## config.mk

```make
export PLATFORM = sky130hd
export DESIGN_NAME = oal_cell
export DESIGN_NICKNAME = d
export VERILOG_FILES = /design/src/rtl/oal_pkg.sv /design/src/rtl/oal_cell.sv
export SDC_FILE = /design/constraint.sdc
export NUM_CORES = 1
export LEC_CHECK = 0
export BUFFER_PORTS_ARGS = -buffer_cell sky130_fd_sc_hd__buf_2
export CORE_MARGIN = 4
export CORE_UTILIZATION = 46
export DETAILED_ROUTE_END_ITERATION = 8
export PLACE_DENSITY = 0.84
export SETUP_SLACK_MARGIN = 0.15
export SLEW_MARGIN = 10
export SYNTH_ARGS = -nofsm -noshare
export SYNTH_HDL_FRONTEND = slang
export SYNTH_SLANG_ARGS = --single-unit
```

## constraint.sdc

```tcl
create_clock -name clock -period 6 [get_ports clock]
set_input_delay 1.5 -clock clock [delete_from_list [all_inputs] [get_ports clock]]
set_output_delay 1.5 -clock clock [all_outputs]
set_load 0.01 [all_outputs]
```

## src/rtl/oal_pkg.sv

```systemverilog
package oal_pkg;

   localparam int CAPACITY   = 64;
   localparam int DATA_WIDTH = 32;
   localparam int IDX_W      = $clog2(CAPACITY);
   localparam int CNT_W      = $clog2(CAPACITY + 1);
   localparam int GROUP_SIZE = 8;
   localparam int GRP_W      = $clog2(GROUP_SIZE);
   localparam int NGROUPS    = (CAPACITY + GROUP_SIZE - 1) / GROUP_SIZE;

   typedef enum logic [2:0] {
      CMD_INSERT = 3'd0,
      CMD_DELETE = 3'd1,
      CMD_SET    = 3'd2,
      CMD_GET    = 3'd3,
      CMD_LOCATE = 3'd4,
      CMD_CLEAR  = 3'd5
   } cmd_type;

   typedef enum logic [1:0] {
      STAT_OK       = 2'd0,
      STAT_BADPOS   = 2'd1,
      STAT_FULL     = 2'd2,
      STAT_NOTFOUND = 2'd3
   } status_type;

   typedef enum logic [1:0] {
      S_IDLE,
      S_EXEC,
      S_GROUP,
      S_FINAL
   } state_type;

   typedef enum logic [1:0] {
      CELL_HOLD,
      CELL_INSERT,
      CELL_DELETE,
      CELL_SET
   } cell_mode_type;

   // Broadcast to every cell in the row.
   typedef struct packed {
      cell_mode_type                mode;
      logic [IDX_W-1:0]             slot;
      logic signed [DATA_WIDTH-1:0] value;
      logic [CNT_W-1:0]             count;
      logic                         probe;
   } cell_ctl_type;

   typedef struct packed {
      logic                         any;
      logic [GRP_W-1:0]             first;
      logic signed [DATA_WIDTH-1:0] data;
   } grp_type;

endpackage

```

## src/rtl/oal_cell.sv

```systemverilog
module oal_cell (
   input  logic                                 clock,
   input  logic [oal_pkg::IDX_W-1:0]            index,
   input  oal_pkg::cell_ctl_type                ctl,
   input  logic signed [oal_pkg::DATA_WIDTH-1:0] left_data,
   input  logic signed [oal_pkg::DATA_WIDTH-1:0] right_data,
   output logic signed [oal_pkg::DATA_WIDTH-1:0] data_ff,
   output logic                                 match_ff,
   output logic signed [oal_pkg::DATA_WIDTH-1:0] pick_ff
);
   import oal_pkg::*;

   logic signed [DATA_WIDTH-1:0] data_in;
   logic                         match_in;
   logic signed [DATA_WIDTH-1:0] pick_in;

   always_comb begin
      data_in = data_ff;
      unique case (ctl.mode)
         CELL_INSERT: begin
            if (index == ctl.slot) begin
               data_in = ctl.value;
            end else if (index > ctl.slot) begin
               data_in = left_data;
            end
         end
         CELL_DELETE: begin
            if (index >= ctl.slot) begin
               data_in = right_data;
            end
         end
         CELL_SET: begin
            if (index == ctl.slot) begin
               data_in = ctl.value;
            end
         end
         default: data_in = data_ff;
      endcase
   end

   // Only occupied cells may report a match.
   assign match_in = (data_ff == ctl.value) && (CNT_W'(index) < ctl.count);
   assign pick_in  = (index == ctl.slot) ? data_ff : '0;

   always_ff @(posedge clock) begin
      data_ff <= data_in;
      if (ctl.probe) begin
         match_ff <= match_in;
         pick_ff  <= pick_in;
      end
   end

endmodule

```

==> flow_summary.rst <==
.. list-table::
   :header-rows: 1

   * - Metric
     - Value
   * - Buffer depth of the longest clock path
     - 2
   * - Clock sink count
     - 65
   * - Max-slew headroom
     - 0.261
   * - Post-route clock period utilization
     - 0.662
   * - Logic gate share of total power
     - 0.205
   * - Distinct cells, synth
     - 31
   * - Post-Route Hold Slack
     - 0.603 ns
   * - Number of clock buffers inserted by TritonCTS
     - 9
   * - First-pass GRT wire length
     - 16600 um
   * - Average detailed-routed wire length per instance
     - 18.0 um
   * - Worst VDD drop
     - 0.116 mV
   * - Area used by multi-input combinational logic
     - 1520 sq um
   * - Sw Ratio
     - 0.287
   * - Maximum number of pins on one net before global-route repair
     - 67
   * - I/O pin cnt
     - 184
   * - Hold Path Class
     - reg -> reg
   * - Cell Pwr Density
     - 248 nW/um^2
   * - Synth Area per Inst
     - 11.8 sq um
   * - Combined flip-flop and latch cell area
     - 1950 sq um
   * - Most common cell after layout, fill and taps aside
     - sky130_fd_sc_hd__buf_2
   * - Number of H-tree levels
     - 3
   * - Number of fill cells in the layout
     - 676
   * - Vertical die dimension
     - 97.1 um
   * - Internal power contribution
     - 842 uW
   * - # nets final
     - 616
   * - Total routed wirelength
     - 10600 um
   * - Setup repair after global routing missed its margin
     - false
   * - Path type of the worst setup path
     - in -> reg
   * - Synthesis-stage register bit count
     - 65
   * - Layout cells sized above 1
     - 0.419
   * - Register area share after synthesis
     - 0.535
   * - Result of the run
     - completed
   * - Number of nets produced by synthesis
     - 441
   * - Share of total power in sequential cells
     - 0.494
   * - Shortest period the worst path allows
     - 3.97 ns
   * - Endpoints failing hold
     - 0
   * - Antenna Diode Count
     - 0
   * - Synthesized area
     - 3650 sq um
   * - Clock Root Buffer
     - sky130_fd_sc_hd__clkbuf_8
   * - Most frequent cells in the layout
     - 183 x sky130_fd_sc_hd__buf_2, 65 x sky130_fd_sc_hd__edfxtp_1, 62 x sky130_fd_sc_hd__a22oi_1, 32 x sky130_fd_sc_hd__xor2_1, 32 x sky130_fd_sc_hd__and2_1
   * - Area inside the core boundary
     - 7730 sq um
   * - Reg clk slew, reported paths
     - 0.08 ns
   * - Post-synthesis cell count
     - 308
   * - Gr usage total
     - 0.219
   * - Final slew viol count
     - 0
   * - Clock tree from TritonCTS
     - done
   * - Net Sw Power
     - 339 uW
   * - Final weighted congestion in routability-driven placement
     - 0.830
   * - Max Cap Violations
     - 0
   * - Placed wire-length estimate
     - 7980 um
   * - Overall power of the completed layout
     - 1180 uW
   * - Hold-fix buffers, CTS
     - 0
   * - Initial standard-cell utilization of the core
     - 0.472
   * - CP arrival
     - 3.92 ns
   * - FMAX
     - 0.252 GHz
   * - Static leakage power
     - 0.00217 uW
   * - Via density per instance
     - 5.52
   * - Die footprint
     - 9420 sq um
   * - Clock latency of the later-clocked register in the worst-skew pair
     - 0.33 ns
   * - Number of iterations in the first detailed-routing pass
     - 5
   * - Total number of vias
     - 3254
   * - Worst-margin pin slew
     - 1.11 ns
   * - Aggregate global routing overflow
     - 0
   * - Placement row count
     - 32
   * - Die span in x
     - 97.1 um
   * - Startpoint class of the critical path
     - primary input
   * - Count of unresolved DRC violations after routing
     - 0
   * - Total negative slack for setup checks
     - 0 ns
   * - Vias in the first global route
     - 3432
   * - Crit path required time
     - 5.94 ns
   * - Final clock skew
     - 0.00561 ns
   * - Number of setup buffers added after CTS
     - 0
   * - Number of cells upsized or downsized after cts
     - 0
   * - Clock Power Share
     - 0.301
   * - Post-DRT Antenna Nets
     - 0
   * - Number of I/O port buffers
     - 183
   * - Worst setup EP type
     - flip-flop
   * - Antenna violations before repair
     - 0
   * - Maximum fanout count along the critical path
     - 66
   * - # setup viols final
     - 0
   * - Iter 0 DRT Violations
     - 150
   * - Warning count from the yosys run
     - 0
   * - Synthesis-to-layout area growth
     - 30.5%
## registers in the layout, indices dropped and copies added, names as in the netlist
signal and flops:
data_ff 32, pick_ff 32, match_ff 1
## worst max-delay path, cell delays in order
cell and delay (ns):
sky130_fd_sc_hd__buf_2 0.12, sky130_fd_sc_hd__ha_1 0.30, sky130_fd_sc_hd__and3_1 0.18, sky130_fd_sc_hd__and4_4 0.65, sky130_fd_sc_hd__a21oi_1 0.22, sky130_fd_sc_hd__a31oi_4 0.93
## synth_stat cells
| cell | count | area share |
|---|---|---|
| sky130_fd_sc_hd__nor2_1 | 4 | 0.0041 |
| sky130_fd_sc_hd__a22oi_1 | 62 | 0.13 |
| sky130_fd_sc_hd__inv_1 | 13 | 0.013 |
| sky130_fd_sc_hd__nand4_1 | 2 | 0.0034 |
| sky130_fd_sc_hd__o2111ai_1 | 1 | 0.0024 |
| sky130_fd_sc_hd__and4_4 | 1 | 0.0031 |
| sky130_fd_sc_hd__nor3_1 | 1 | 0.0014 |
| sky130_fd_sc_hd__buf_6 | 2 | 0.0062 |
| sky130_fd_sc_hd__nand2b_1 | 1 | 0.0017 |
| sky130_fd_sc_hd__nor4_1 | 8 | 0.014 |
| sky130_fd_sc_hd__o21ai_0 | 17 | 0.023 |
| sky130_fd_sc_hd__clkbuf_2 | 3 | 0.0041 |
| sky130_fd_sc_hd__nor2_4 | 1 | 0.0031 |
| sky130_fd_sc_hd__buf_4 | 2 | 0.0041 |
| sky130_fd_sc_hd__nand4b_1 | 1 | 0.0024 |
| sky130_fd_sc_hd__buf_12 | 1 | 0.0055 |
| sky130_fd_sc_hd__edfxtp_1 | 65 | 0.53 |
| sky130_fd_sc_hd__clkbuf_1 | 10 | 0.010 |
| sky130_fd_sc_hd__a21oi_1 | 6 | 0.0082 |
| sky130_fd_sc_hd__o21ai_1 | 17 | 0.023 |
| sky130_fd_sc_hd__and3_1 | 1 | 0.0017 |
| sky130_fd_sc_hd__buf_2 | 1 | 0.0014 |
| sky130_fd_sc_hd__o22ai_1 | 1 | 0.0017 |
| sky130_fd_sc_hd__a31oi_1 | 1 | 0.0017 |
| sky130_fd_sc_hd__buf_8 | 2 | 0.0082 |
| sky130_fd_sc_hd__a21o_1 | 2 | 0.0041 |
| sky130_fd_sc_hd__and2_1 | 32 | 0.055 |
| sky130_fd_sc_hd__xor2_1 | 32 | 0.077 |
| sky130_fd_sc_hd__ha_1 | 14 | 0.048 |
| sky130_fd_sc_hd__nand2_1 | 2 | 0.0021 |
| sky130_fd_sc_hd__nor2b_1 | 2 | 0.0034 |
## metrics by stage
stage                     area (sq um)  cells  setup slack, ns   util
after floorplan                   3650    308             1.37      -
after detailed placement          4580    574             1.65  0.593
final                             4760    589             2.03  0.617
after global routing              4760    589             1.85  0.617
after CTS                         4760    589             2.01  0.617
after global placement            4580    574             1.76  0.593
## cell type report
class | count | share of cell area
clock buffers | 9 | 0.0260
multi-input cells | 209 | 0.319
inverters | 13 | 0.0102
clock inverters | 6 | 0.0126
well taps | 102 | 0.0268
repair buffers | 185 | 0.195
flip-flops and latches | 65 | 0.410
## power groups by stage
stage	clock network [uW]	registers (uW)	logic, uW
after CTS	362	584	244
after global routing	382	589	265
after global placement	0	592	237
after floorplan	0	609	96.9
final	355	583	242
after detailed placement	0	593	243
## routing by layer
metal,wire [um],global-route usage
met1,4140,0.251
met2,5350,0.385
met3,910,0.0653
met4,182,0.0788
met5,0,0
## logic make-up (layout without fill, tap and decap cells)
logic type / after synthesis / in the layout / share of synthesized area
adders and majority gates: 14 / 14 / 0.0480
and+or+nand+nor: 56 / 56 / 0.0950
DFF: 65 / 65 / 0.535
xor gates and xnor gates: 32 / 32 / 0.0768
AOI/OAI and AO/OA: 107 / 107 / 0.192
buffers and inverters: 34 / 213 / 0.0531
## worst paths after layout
check,start,endpoint,slack [ns],cells past startpoint
max reg2reg,data_ff[2]$_DFFE_PP_,match_ff$_DFFE_PP_,4.43,4
min,data_ff[9]$_DFFE_PP_,pick_ff[9]$_SDFFCE_PN0P_,0.60,1
min reg2reg,data_ff[9]$_DFFE_PP_,pick_ff[9]$_SDFFCE_PN0P_,0.60,1
max,index[4],data_ff[12]$_DFFE_PP_,2.03,6
(Power assumes the default switching activity.)
